[config.mk]
export PLATFORM = sky130hd
export DESIGN_NAME = rc_channel_conditioner_failsafe_flat
export DESIGN_NICKNAME = d
export VERILOG_FILES = /design/src/rccf_pkg.sv /design/src/rccf_in_if.sv /design/src/rccf_out_if.sv /design/src/rccf_cfg_if.sv /design/src/rccf_condition.sv /design/src/rc_channel_conditioner_failsafe.sv /design/src/flat_wrapper.sv
export SDC_FILE = /design/constraint.sdc
export NUM_CORES = 1
export LEC_CHECK = 0
export ABC_CLOCK_PERIOD_IN_PS = 11500
export BUFFER_PORTS_ARGS = -buffer_cell sky130_fd_sc_hd__buf_2
export CAP_MARGIN = 20
export CORE_MARGIN = 1.5
export CORE_UTILIZATION = 30
export DETAILED_ROUTE_END_ITERATION = 12
export REMOVE_ABC_BUFFERS = 1
export SLEW_MARGIN = 20
export SYNTH_ARGS = -nofsm -noshare
export SYNTH_HDL_FRONTEND = slang
export SYNTH_SLANG_ARGS = --single-unit
[constraint.sdc]
create_clock -name clk -period 11.5 [get_ports clk]
set_input_delay 2.3 -clock clk [delete_from_list [all_inputs] [get_ports clk]]
set_output_delay 2.3 -clock clk [all_outputs]
set_load 0.1 [all_outputs]
[src/rccf_pkg.sv]
// ----------------------------------------------------------------------------
// rccf_pkg
// Shared constants and types for the rc channel conditioner with failsafe
// detection: band thresholds, scaling limits, register indexes and resets.
// ----------------------------------------------------------------------------
package rccf_pkg;

  // stored channel count default
  localparam int STORED_CHANNELS_DEF = 10;

  // item field widths
  localparam int CH_W  = 4;
  localparam int VAL_W = 16;

  // configuration register indexes
  localparam int CFG_IDX_W = 2;
  typedef enum logic [CFG_IDX_W-1:0] {
    REG_LINK_TIMEOUT  = 2'd0,
    REG_FAILSAFE_HOLD = 2'd1,
    REG_FAILSAFE_A    = 2'd2,
    REG_FAILSAFE_B    = 2'd3
  } cfg_reg_t;

  // operation codes
  typedef enum logic {
    OP_SAMPLE = 1'b0,
    OP_TICK   = 1'b1
  } op_t;

  // register reset values
  localparam logic [VAL_W-1:0] LINK_TIMEOUT_RST  = 16'd500;
  localparam logic [VAL_W-1:0] FAILSAFE_HOLD_RST = 16'd15000;
  localparam logic [VAL_W-1:0] FAILSAFE_A_RST    = 16'd1878;
  localparam logic [VAL_W-1:0] FAILSAFE_B_RST    = 16'd1882;

  // analogue channel bands
  localparam int COND_CHANNELS = 6;
  localparam logic [VAL_W-1:0] BAND_HI_THRESH  = 16'd53000;
  localparam logic [VAL_W-1:0] BAND_HI_MIN     = 16'd54236;
  localparam logic [VAL_W-1:0] BAND_MID_THRESH = 16'd30000;
  localparam logic [VAL_W-1:0] BAND_MID_MIN    = 16'd50140;
  localparam logic [VAL_W-1:0] BAND_LO_THRESH  = 16'd800;
  localparam logic [VAL_W-1:0] BAND_LO_MIN     = 16'd21468;
  localparam int               SPAN_W          = 11;
  localparam logic [VAL_W-1:0] BAND_SPAN       = 16'd1024;
  localparam int               SCALE_SHIFT     = 10;
  localparam logic [9:0]       SCALE_MUL       = 10'd1000;

  // aux channel window and output range
  localparam logic [VAL_W-1:0] AUX_MIN = 16'd800;
  localparam logic [VAL_W-1:0] AUX_MAX = 16'd2200;
  localparam logic [VAL_W-1:0] OUT_MIN = 16'd1000;
  localparam logic [VAL_W-1:0] OUT_MAX = 16'd2000;

  localparam logic [VAL_W-1:0] VAL_MAX = '1;

endpackage

[src/rccf_in_if.sv]
// ----------------------------------------------------------------------------
// rccf_in_if
// Input item channel: one channel sample or one millisecond tick.
// ----------------------------------------------------------------------------
interface rccf_in_if;
  import rccf_pkg::*;

  logic             valid;
  logic             ready;
  logic             opcode;
  logic [CH_W-1:0]  channel_index;
  logic [VAL_W-1:0] raw_value;

  modport source (output valid, output opcode, output channel_index,
                  output raw_value, input ready);
  modport sink   (input valid, input opcode, input channel_index,
                  input raw_value, output ready);
endinterface

[src/rccf_out_if.sv]
// ----------------------------------------------------------------------------
// rccf_out_if
// Result channel: conditioned channel value and link status flags.
// ----------------------------------------------------------------------------
interface rccf_out_if;
  import rccf_pkg::*;

  logic             valid;
  logic             ready;
  logic [CH_W-1:0]  out_channel;
  logic [VAL_W-1:0] channel_value;
  logic             rc_connected;
  logic             failsafe_confirmed;

  modport source (output valid, output out_channel, output channel_value,
                  output rc_connected, output failsafe_confirmed, input ready);
  modport sink   (input valid, input out_channel, input channel_value,
                  input rc_connected, input failsafe_confirmed, output ready);
endinterface

[src/rccf_cfg_if.sv]
// ----------------------------------------------------------------------------
// rccf_cfg_if
// Configuration write channel: register index and write data.
// ----------------------------------------------------------------------------
interface rccf_cfg_if;
  import rccf_pkg::*;

  logic                 valid;
  logic                 ready;
  logic [CFG_IDX_W-1:0] index;
  logic [VAL_W-1:0]     data;

  modport source (output valid, output index, output data, input ready);
  modport sink   (input valid, input index, input data, output ready);
endinterface

[src/rccf_condition.sv]
// ----------------------------------------------------------------------------
// rccf_condition
// Analogue channel conditioning: picks a band from the raw value, clamps into
// the 1024-wide band, scales the offset to 1000..2000; raw <= 800 passes as is.
// ----------------------------------------------------------------------------
module rccf_condition (
  input  logic [rccf_pkg::VAL_W-1:0] raw,
  output logic [rccf_pkg::VAL_W-1:0] value
);
  import rccf_pkg::*;

  logic [VAL_W-1:0]        band_lo;
  logic                    in_band;
  logic [VAL_W-1:0]        diff;
  logic [SPAN_W-1:0]       offset;
  logic [SPAN_W+9:0]       prod;
  logic [VAL_W-1:0]        scaled;

  // band selection
  always_comb begin
    in_band = 1'b1;
    if (raw > BAND_HI_THRESH) begin
      band_lo = BAND_HI_MIN;
    end else if (raw > BAND_MID_THRESH) begin
      band_lo = BAND_MID_MIN;
    end else if (raw > BAND_LO_THRESH) begin
      band_lo = BAND_LO_MIN;
    end else begin
      band_lo = BAND_LO_MIN;
      in_band = 1'b0;
    end
  end

  // clamp into the band
  always_comb begin
    diff = raw - band_lo;
    if (raw < band_lo) begin
      offset = '0;
    end else if (diff > BAND_SPAN) begin
      offset = BAND_SPAN[SPAN_W-1:0];
    end else begin
      offset = diff[SPAN_W-1:0];
    end
  end

  // scale by 1000/1024
  always_comb begin
    prod   = {10'd0, offset} * {{SPAN_W{1'b0}}, SCALE_MUL};
    scaled = OUT_MIN + {{(VAL_W-SPAN_W){1'b0}}, prod[SPAN_W+9:SCALE_SHIFT]};
    if (!in_band) begin
      value = raw;
    end else if (scaled > OUT_MAX) begin
      value = OUT_MAX;
    end else begin
      value = scaled;
    end
  end

endmodule

[src/rc_channel_conditioner_failsafe.sv]
// ----------------------------------------------------------------------------
// rc_channel_conditioner_failsafe
// Radio-control channel conditioner with link-age and failsafe detection.
// Stores conditioned channel values and reports link status per item.
//
//   channel  | dir | contents
//   ---------+-----+--------------------------------------------------------
//   sample   | in  | opcode, channel_index, raw_value (sample or ms tick)
//   result   | out | out_channel, channel_value, rc_connected, failsafe_conf.
//   cfg      | in  | index, data (four 16-bit registers, always ready)
//
// One item per cycle sustained while result is not stalled.
// An item sits in the input register, then conditioning and counter
// update write the channel store, counters and result register.
// A stalled result holds the result register; the input register still
// takes one more item, then sample.ready drops until result moves.
// Synchronous reset clears store, counters and registers to defaults.
// ----------------------------------------------------------------------------
module rc_channel_conditioner_failsafe #(
  parameter int STORED_CHANNELS = rccf_pkg::STORED_CHANNELS_DEF
) (
  input  logic        clk,
  input  logic        rst,
  rccf_in_if.sink     sample,
  rccf_out_if.source  result,
  rccf_cfg_if.sink    cfg
);
  import rccf_pkg::*;

  // configuration registers
  logic [VAL_W-1:0] link_timeout_ms;
  logic [VAL_W-1:0] hold_limit;
  logic [VAL_W-1:0] failsafe_value_a;
  logic [VAL_W-1:0] failsafe_value_b;

  // input register
  logic             s1_valid;
  logic             s1_opcode;
  logic [CH_W-1:0]  s1_channel;
  logic [VAL_W-1:0] s1_raw;

  // state
  logic [VAL_W-1:0] channel_store      [STORED_CHANNELS];
  logic [VAL_W-1:0] channel_store_next [STORED_CHANNELS];
  logic [VAL_W-1:0] link_age;
  logic [VAL_W-1:0] link_age_next;
  logic [VAL_W-1:0] failsafe_hold_count;
  logic [VAL_W-1:0] failsafe_hold_count_next;

  logic             advance;
  logic             result_free;
  logic             is_sample;
  logic             store_write;
  logic [VAL_W-1:0] cond_value;
  logic [VAL_W-1:0] new_value;
  logic [VAL_W-1:0] out_value;
  logic             pattern;
  logic             confirmed;

  // handshakes
  assign result_free  = !result.valid || result.ready;
  assign advance      = s1_valid && result_free;
  assign sample.ready = !s1_valid || advance;
  assign cfg.ready    = 1'b1;

  // configuration writes
  always_ff @(posedge clk) begin
    if (rst) begin
      link_timeout_ms  <= LINK_TIMEOUT_RST;
      hold_limit       <= FAILSAFE_HOLD_RST;
      failsafe_value_a <= FAILSAFE_A_RST;
      failsafe_value_b <= FAILSAFE_B_RST;
    end else if (cfg.valid) begin
      case (cfg.index)
        REG_LINK_TIMEOUT:  link_timeout_ms  <= cfg.data;
        REG_FAILSAFE_HOLD: hold_limit       <= cfg.data;
        REG_FAILSAFE_A:    failsafe_value_a <= cfg.data;
        REG_FAILSAFE_B:    failsafe_value_b <= cfg.data;
        default: ;
      endcase
    end
  end

  // input register
  always_ff @(posedge clk) begin
    if (rst) begin
      s1_valid <= 1'b0;
    end else if (sample.ready) begin
      s1_valid <= sample.valid;
    end
  end

  always_ff @(posedge clk) begin
    if (sample.valid && sample.ready) begin
      s1_opcode  <= sample.opcode;
      s1_channel <= sample.channel_index;
      s1_raw     <= sample.raw_value;
    end
  end

  // analogue conditioning
  rccf_condition u_condition (
    .raw   (s1_raw),
    .value (cond_value)
  );

  // new channel value and whether it is stored
  always_comb begin
    is_sample = (s1_opcode == OP_SAMPLE);
    if ({1'b0, s1_channel} < 5'(COND_CHANNELS)) begin
      new_value   = cond_value;
      store_write = is_sample;
    end else begin
      new_value   = s1_raw;
      store_write = is_sample && (s1_raw >= AUX_MIN) && (s1_raw <= AUX_MAX);
    end
  end

  // store update and read-back
  always_comb begin
    out_value = '0;
    for (int i = 0; i < STORED_CHANNELS; i++) begin
      if (store_write && (s1_channel == CH_W'(i))) begin
        channel_store_next[i] = new_value;
      end else begin
        channel_store_next[i] = channel_store[i];
      end
      if (is_sample && (s1_channel == CH_W'(i))) begin
        out_value = channel_store_next[i];
      end
    end
  end

  // link age and failsafe hold counters
  always_comb begin
    pattern = (channel_store_next[4] == failsafe_value_a) &&
              (channel_store_next[5] == failsafe_value_b);
    if (is_sample) begin
      link_age_next = '0;
      failsafe_hold_count_next = pattern ? failsafe_hold_count : '0;
    end else begin
      link_age_next = (link_age == VAL_MAX) ? link_age : link_age + 1'b1;
      if (!pattern) begin
        failsafe_hold_count_next = '0;
      end else if (failsafe_hold_count == VAL_MAX) begin
        failsafe_hold_count_next = failsafe_hold_count;
      end else begin
        failsafe_hold_count_next = failsafe_hold_count + 1'b1;
      end
    end
    confirmed = pattern && (failsafe_hold_count_next >= hold_limit);
  end

  // state registers
  always_ff @(posedge clk) begin
    if (rst) begin
      for (int i = 0; i < STORED_CHANNELS; i++) begin
        channel_store[i] <= '0;
      end
      link_age            <= VAL_MAX;
      failsafe_hold_count <= '0;
    end else if (advance) begin
      for (int i = 0; i < STORED_CHANNELS; i++) begin
        channel_store[i] <= channel_store_next[i];
      end
      link_age            <= link_age_next;
      failsafe_hold_count <= failsafe_hold_count_next;
    end
  end

  // result register
  always_ff @(posedge clk) begin
    if (rst) begin
      result.valid <= 1'b0;
    end else if (result_free) begin
      result.valid <= s1_valid;
    end
  end

  always_ff @(posedge clk) begin
    if (advance) begin
      result.out_channel        <= is_sample ? s1_channel : '0;
      result.channel_value      <= out_value;
      result.rc_connected       <= (link_age_next < link_timeout_ms) && !confirmed;
      result.failsafe_confirmed <= confirmed;
    end
  end

endmodule
[src/flat_wrapper.sv]
// flat-port wrapper written by rule: the top's interface ports become plain ports
module rc_channel_conditioner_failsafe_flat import rccf_pkg::*;
#(
  parameter int STORED_CHANNELS = rccf_pkg::STORED_CHANNELS_DEF
)
  (clk, rst, sample_valid, sample_opcode, sample_channel_index, sample_raw_value, sample_ready, result_valid, result_out_channel, result_channel_value, result_rc_connected, result_failsafe_confirmed, result_ready, cfg_valid, cfg_index, cfg_data, cfg_ready);
  rccf_in_if sample_i ();
  rccf_out_if result_i ();
  rccf_cfg_if cfg_i ();
  input  logic clk;
  input  logic rst;
  input wire logic [$bits(sample_i.valid)-1:0] sample_valid;
  input wire logic [$bits(sample_i.opcode)-1:0] sample_opcode;
  input wire logic [$bits(sample_i.channel_index)-1:0] sample_channel_index;
  input wire logic [$bits(sample_i.raw_value)-1:0] sample_raw_value;
  output wire logic [$bits(sample_i.ready)-1:0] sample_ready;
  output wire logic [$bits(result_i.valid)-1:0] result_valid;
  output wire logic [$bits(result_i.out_channel)-1:0] result_out_channel;
  output wire logic [$bits(result_i.channel_value)-1:0] result_channel_value;
  output wire logic [$bits(result_i.rc_connected)-1:0] result_rc_connected;
  output wire logic [$bits(result_i.failsafe_confirmed)-1:0] result_failsafe_confirmed;
  input wire logic [$bits(result_i.ready)-1:0] result_ready;
  input wire logic [$bits(cfg_i.valid)-1:0] cfg_valid;
  input wire logic [$bits(cfg_i.index)-1:0] cfg_index;
  input wire logic [$bits(cfg_i.data)-1:0] cfg_data;
  output wire logic [$bits(cfg_i.ready)-1:0] cfg_ready;
  assign sample_i.valid = sample_valid;
  assign sample_i.opcode = sample_opcode;
  assign sample_i.channel_index = sample_channel_index;
  assign sample_i.raw_value = sample_raw_value;
  assign sample_ready = sample_i.ready;
  assign result_valid = result_i.valid;
  assign result_out_channel = result_i.out_channel;
  assign result_channel_value = result_i.channel_value;
  assign result_rc_connected = result_i.rc_connected;
  assign result_failsafe_confirmed = result_i.failsafe_confirmed;
  assign result_i.ready = result_ready;
  assign cfg_i.valid = cfg_valid;
  assign cfg_i.index = cfg_index;
  assign cfg_i.data = cfg_data;
  assign cfg_ready = cfg_i.ready;
  rc_channel_conditioner_failsafe #(.STORED_CHANNELS(STORED_CHANNELS)) u_core (.clk(clk), .rst(rst), .sample(sample_i), .result(result_i), .cfg(cfg_i));
endmodule
# Yosys cells after proc, flatten, opt, wreduce, memory -nomap -nowiden
# Memory sizes are Yosys's and may differ from the RTL's.
# Cells that the tools add are included.
[totals] reg_bits=141 ramBits=160 output_inout_bits=25 elab_cells=149 memories=1
[classes] add_sub_neg=4 n_mul=1 magnitude_cmp=11 n_eq_ne=16 n_mux=52 bitwise=11 n_reduce_logical=38
[mem_list] name="u_core.channel_store" words=10 word_bits=16 read_ports=10 rd_ports_with_merged_regs=0 wr=10 line="rc_channel_conditioner_failsafe.sv:43" text="logic [VAL_W-1:0] channel_store [STORED_CHANNELS];"
[ops] cell="2-to-1 mux 16 bit" n=40
[ops] cell="adder 16 x 1 -> 16 bit (second input constant)" n=2
[ops] cell="equality test 16 bit" n=2
[ops] cell="equality test 16 bit (second input constant)" n=2
[ops] cell="< comparator 16 bit" n=2
[ops] cell="logical AND 1 bit" n=27
[ops] cell="2-to-1 mux 11 bit" n=2
[ops] cell="multiplier 11 x 7 -> 18 bit (second input constant)" n=1
[ops] cell="equality test 4 x 3 -> 1 bit (second input constant)" n=4
[ops] cell="greater-or-equal comparator 16 x 10 -> 1 bit (second input constant)" n=1
[ops] cell="greater-or-equal comparator 16 bit" n=1
[ops] cell="greater-than comparator 16 x 10 -> 1 bit (second input constant)" n=1
[ops] cell="greater-than comparator 16 x 11 -> 1 bit (second input constant)" n=1
[ops] cell="greater-than comparator 16 x 15 -> 1 bit (second input constant)" n=1
[ops] cell="greater-than comparator 16 bit (second input constant)" n=1
[ops] cell="<= comparator 16 x 12 -> 1 bit (second input constant)" n=1
[ops] cell="subtractor 16 bit" n=1
[ops] cell="adder 10 x 11 -> 12 bit (first input constant)" n=1
[ops] cell="greater-than comparator 12 x 11 -> 1 bit (second input constant)" n=1
[ops] cell="2-to-1 mux 12 bit" n=1
[ops] cell="OR 1 bit" n=10
[ops] cell="2-to-1 mux 1 bit" n=9
[ops] cell="equality test 4 x 2 -> 1 bit (second input constant)" n=2
[ops] cell="equality test 4 bit (second input constant)" n=2
[ops] cell="other kinds (10)" n=17

# Depth between registers and ports, before layout
[logic_depth] word_depth=24 ltp_mapped=63 depth_no_buf=60

# Hierarchy
# Synthesis repeated with hierarchy kept, for this count alone.
[unflattened] cells_unflattened=1736 hier_area_um2=15849.0
[modules_own_cells] module="rc_channel_conditioner_failsafe" n_inst=1 cells_each=1338 area_each_um2=12622.1
[modules_own_cells] module="rccf_condition" n_inst=1 cells_each=398 area_each_um2=3226.8

# Least setup slack after synthesis
# Ideal clock, no wire load.
[synth_timing] kind="register to register" from="register u_core.s1_raw[2]" to="register u_core.result.rc_connected, data pin" t_arrival_ps=12229 required_ps=11370 path_slack_ps=-859 stages_incl_launch_ff=62 period_less_slack_ps=12359 path_cell_list="edfxtp_1 buf_4 clkinv_1 ha_1 nand2_1 nand3_1 nand3_1 a21oi_1 o21bai_1 a41oi_1 a31oi_1 ha_1 nor2b_1 or3b_2 o2111ai_1 o2111a_1 nand2_1 inv_1 [26 not listed] o211ai_1 ha_1 nand2b_1 a21o_1 a21o_1 a21o_1 a21o_1 a21o_1 a21o_1 a21oi_1 nor2b_1 o21ai_0 nand2b_1 a21o_1 a21oi_1 o21ai_0 a31oi_1 o221a_2"
[synth_between] elab_chain_cells=22
[synth_lines] item="start: declaration" line="rc_channel_conditioner_failsafe.sv:40" text="logic [VAL_W-1:0] s1_raw;"
[synth_lines] item="start signal: assignment" line="rc_channel_conditioner_failsafe.sv:97" text="s1_raw <= sample.raw_value;"
[synth_lines] item="greater-than comparator 16 x 15 -> 1 bit" line="rccf_condition.sv:24" text="end else if (raw > BAND_MID_THRESH) begin"
[synth_lines] item="2-to-1 mux 16 bit" line="rccf_condition.sv:24"
[synth_lines] item="2-to-1 mux 16 bit" line="rccf_condition.sv:22" text="if (raw > BAND_HI_THRESH) begin"
[synth_lines] item="subtractor 16 bit" line="rccf_condition.sv:36" text="diff = raw - band_lo;"
[synth_lines] item="greater-than comparator 16 x 11 -> 1 bit" line="rccf_condition.sv:39" text="end else if (diff > BAND_SPAN) begin"
[synth_lines] item="2-to-1 mux 11 bit" line="rccf_condition.sv:39"
[synth_lines] item="2-to-1 mux 11 bit" line="rccf_condition.sv:37" text="if (raw < band_lo) begin"
[synth_lines] item="multiplier 11 x 7 -> 18 bit" line="rccf_condition.sv:48" text="prod = {10'd0, offset} * {{SPAN_W{1'b0}}, SCALE_MUL};"
[synth_lines] item="[6 not listed]"
[synth_lines] item="equality test 16 bit (on tied branches)" line="rc_channel_conditioner_failsafe.sv:136, rc_channel_conditioner_failsafe.sv:137"
[synth_lines] item="logical AND 1 bit *" line="rc_channel_conditioner_failsafe.sv:136" text="pattern = (channel_store_next[4] == failsafe_value_a) &&"
[synth_lines] item="2-to-1 mux 16 bit (on tied branches)" line="rc_channel_conditioner_failsafe.sv:140, rc_channel_conditioner_failsafe.sv:143"
[synth_lines] item="2-to-1 mux 16 bit" line="rc_channel_conditioner_failsafe.sv:138" text="if (is_sample) begin"
[synth_lines] item="greater-or-equal comparator 16 bit" line="rc_channel_conditioner_failsafe.sv:151" text="confirmed = pattern && (failsafe_hold_count_next >= hold_limit);"
[synth_lines] item="logical AND 1 bit *" line="rc_channel_conditioner_failsafe.sv:151"
[synth_lines] item="logical NOT 1 bit *" line="rc_channel_conditioner_failsafe.sv:184" text="result.rc_connected <= (link_age_next < link_timeout_ms) && !confirmed;"
[synth_lines] item="logical AND 1 bit *" line="rc_channel_conditioner_failsafe.sv:184"
[synth_lines] item="end signal: assignment" line="rc_channel_conditioner_failsafe.sv:184"
[synth_lines] item="end: declaration" line="rccf_out_if.sv:16" text="output rc_connected, output failsafe_confirmed, input ready);"
# Mark *: on every way between the ends. The rest lies on a longest branch, timed or not.
# A chain may end at the register's enable or synchronous reset.

# Final worst setup path
# Ends and elaborated chain as after synthesis.

==> impl_metrics.json <==
{
  "nets": 2149,
  "fillers": 5280,
  "path_buf_inv": 8,
  "crit_slowest_cell": "fa_1",
  "cp-startpoint": "u_core.s1_raw[2]",
  "drive_gt1_frac": 0.2188,
  "synth_area_per_cell_um2": 8.648,
  "fin_cells": 2697,
  "clockBufferDepth": 3,
  "root_buffer": "clkbuf_16",
  "timing.final.crit_share": 0.9822,
  "cpPeakStageDelay_ns": 0.59,
  "clock_skew_ns": 0.01560,
  "worstSetupEndpointType": "register",
  "antenna_found_initial": 0,
  "rows": 83,
  "ir_worst_vdd_uv": 108.0,
  "gp_congestion": 0.9346,
  "max_cap_violations": 0,
  "dpl.hpwl_mm": 34.11,
  "core_area_um2": 51720,
  "die_w_um": 232.7,
  "ys_ff_latch": 237,
  "rsz0062_at_grt": "yes",
  "ys.flop_type": "edfxtp_1",
  "hp-class": "reg2reg",
  "combPwrFrac": 0.227,
  "cts_hold_repair.buffers": 0,
  "max_freq_mhz": 88.53,
  "tightest_slew_ns": 1.066,
  "start_kind": "register",
  "finalSetupViolCount": 0,
  "power_frac_clock": 0.365,
  "place_area_um2": 17780,
  "cpMostUsedCell": "a21o_1",
  "synth_warnings": 0,
  "ios": 69,
  "portBuffers": 67,
  "required_ns": 11.94,
  "ys_async_sr_fraction": 0,
  "clock-sinks": 237,
  "reg2reg_depth": 60,
  "whs_ns": 0.4561,
  "netlist_area_um2": 15830,
  "p_sw_mw": 0.7195,
  "wl_per_cell_um": 17.75,
  "grt_max_degree": 88,
  "maxSlewViolCount": 0,
  "cts_buffers": 27,
  "crit_cells": 60,
  "cp.arrival_ns": 11.74,
  "final.setup.tns_ns": 0,
  "hold_viol": 0,
  "period_needed_ns": 11.30,
  "wl_mm": 47.86,
  "slew_headroom": 0.2859,
  "die_h_um": 232.7,
  "design_area_um2": 19680,
  "power_frac_seq": 0.408,
  "start_util": 0.3060,
  "synth_edf_count": 139,
  "p_per_area_nw_per_um2": 122.2,
  "htreeDepth": 1,
  "vias": 14330,
  "critPathKind": "reg2reg",
  "dr.pass1.iters": 5,
  "path_delay_family": "compound AO/OA/AOI/OAI gates",
  "place_inst": 2622,
  "area_growth_pct": 24.33,
  "drc": 0,
  "cts_tree": "yes",
  "p_sw_frac": 0.2993,
  "antenna_left": 0,
  "grt_pass1_wl_mm": 74.95,
  "vias_per_cell": 5.312,
  "gr-usage-all-layers": 0.1726,
  "synth_seq_area_share": 0.3877,
  "overflow": 0,
  "regToRegEndpoint": "u_core.result.rc_connected",
  "synth_cell_type_count": 87,
  "first_iter_violations": 1213,
  "r2r_start": "u_core.s1_raw[2]",
  "grt_pass1_vias": 13730,
  "leakagePower_nw": 7.780,
  "path_clk_slew_ns": 0.06,
  "cp_max_fo": 5,
  "endpoint": "u_core.result.rc_connected",
  "dieArea_um2": 54140,
  "internal_power_mw": 1.685,
  "reg2reg_slack_ns": 0.20,
  "clk_latency_ns": 0.57,
  "run_status": "finished clean",
  "syn_inst": 1830
}
## cell type report
class | instances | area, um^2 | area share
Clock inverter | 14 | 158.9 | 0.008076
Timing Repair Buffer | 252 | 1783 | 0.09061
Tap cell | 680 | 850.8 | 0.04324
Clock buffer | 34 | 742.0 | 0.03771
Multi-Input combinational cell | 1367 | 9582 | 0.4870
Antenna cell | 1 | 2.502 | 0.0001272
Inverter | 112 | 421.7 | 0.02143
Sequential cell | 237 | 6136 | 0.3118
## routing by layer
metal  global-route usage  routed length [um]  vias to the layer above
li1                     -                   -                     6925
met1               0.2363               21680                     6887
met2               0.2796               21900                      437
met3              0.02610                2947                       78
met4              0.05141                1328                        0
met5                    0                   0                        -
## worst min-delay path: cells and delay by family (launching register included)
kind	cells	cell delay [ns]
flip-flops	1	0.31
AND/OR/NAND/NOR	1	0.05
AO/OA/AOI/OAI	1	0.05
## flip-flops by register name, indices dropped and copies added (netlist names)
| signal | cells |
|---|---|
| u_core.failsafe_hold_count | 16 |
| u_core.result.valid | 1 |
| u_core.result.rc_connected | 1 |
| u_core.link_timeout_ms | 16 |
| u_core.failsafe_value_b | 16 |
| u_core.result.failsafe_confirmed | 1 |
| u_core.s1_raw | 16 |
| u_core.result.channel_value | 16 |
| u_core.result.out_channel | 4 |
| u_core.hold_limit | 16 |
| u_core.link_age | 16 |
| u_core.channel_store | 96 |
| u_core.s1_valid | 1 |
| u_core.s1_channel | 4 |
| u_core.s1_opcode | 1 |
| u_core.failsafe_value_a | 16 |
## how the worst min path moves through the flow
| stage | endpoint | from | depth (start not counted) |
|---|---|---|---|
| floorplan | u_core.link_timeout_ms[0] | u_core.link_timeout_ms[0] | 2 |
| global placement | u_core.link_timeout_ms[10] | u_core.link_timeout_ms[10] | 2 |
| detailed placement | u_core.link_timeout_ms[12] | u_core.link_timeout_ms[12] | 2 |
| CTS | u_core.link_timeout_ms[0] | u_core.link_timeout_ms[0] | 2 |
| global route | u_core.hold_limit[15] | u_core.hold_limit[15] | 2 |
| finish | u_core.link_timeout_ms[0] | u_core.link_timeout_ms[0] | 2 |
## cell usage after synthesis (7+ instances only)
master / n / area, um^2
a211o_1: 29 / 254.0
a211oi_1: 46 / 345.3
a21o_1: 15 / 112.6
a21oi_1: 152 / 760.7
a222oi_1: 7 / 70.07
a22oi_1: 7 / 52.55
a31oi_1: 20 / 125.1
and2_1: 29 / 181.4
and3_1: 44 / 275.3
clkbuf_1: 96 / 360.4
dfxtp_1: 98 / 1962
edfxtp_1: 139 / 4174
fa_1: 28 / 560.5
ha_1: 80 / 1001
inv_1: 111 / 416.7
mux2i_1: 17 / 170.2
nand2_1: 251 / 942.2
nand2b_1: 15 / 93.84
nand3_1: 43 / 215.2
nand3b_1: 14 / 105.1
nand4_1: 21 / 131.4
nor2_1: 186 / 698.2
nor2b_1: 14 / 87.58
nor3_1: 41 / 205.2
nor4_1: 11 / 68.82
o211ai_1: 23 / 172.7
o21a_1: 12 / 90.09
o21ai_0: 55 / 275.3
o22ai_1: 11 / 68.82
o31ai_1: 9 / 67.56
or3_1: 7 / 43.79
xnor2_1: 35 / 306.5
xor2_1: 22 / 192.7
## placed cells by master (no fill, tap or decap), drive strengths merged, types with 7 or more instances in the layout
cell and count:
a211o 29, a211oi 50, a21o 15, a21oi 153, a222oi 7, a22oi 7, a31oi 20, and2 30
and3 45, buf 252, clkbuf 34, clkinv 12, dfxtp 98, edfxtp 139, fa 28, ha 80
inv 111, mux2i 18, nand2 252, nand2b 15, nand3 43, nand3b 14, nand4 22, nor2 186
nor2b 14, nor3 41, nor4 13, o211ai 24, o21a 12, o21ai 56, o22ai 11, o31ai 9
or3 7, xnor2 35, xor2 22
## kinds of logic after synthesis
logic type / share of synthesized area
AND/OR/NAND/NOR: 0.2150
XOR/XNOR: 0.03154
buffers and inverters: 0.05558
other: 0.0002369
adder cells (fa/ha/maj): 0.09866
AO/OA/AOI/OAI: 0.1961
flip-flops: 0.3877
multiplexers: 0.01518
## power by group through the flow
| stage | Clock, mW | Combinational, mW | Sequential (mW) |
|---|---|---|---|
| after floorplan | 0 | 0.258 | 1.02 |
| after global placement | 0 | 0.468 | 0.995 |
| after detailed placement | 0 | 0.474 | 0.997 |
| after CTS | 0.899 | 0.496 | 0.980 |
| after global routing | 0.931 | 0.593 | 0.985 |
| final | 0.877 | 0.547 | 0.981 |
## what timing repair did
item / in CTS / in global routing
gates cloned: 0 / 0
buffers inserted: 8 / 18
pin swaps: 32 / 79
endpoints found under the setup margin: 2 / 2
gates resized for setup: 68 / 99
## through the flow
stage	utilization	setup WS (ns)	power, mW
2_1_floorplan	-	-1.099	1.282
3_3_place_gp	0.3438	-0.3106	1.463
3_5_place_dp	0.3438	-0.6019	1.471
4_1_cts	0.3688	0.0008633	2.375
5_1_grt	0.3804	-0.2827	2.509
6_report	0.3805	0.2047	2.404
Power figures use the tool's default switching activity.
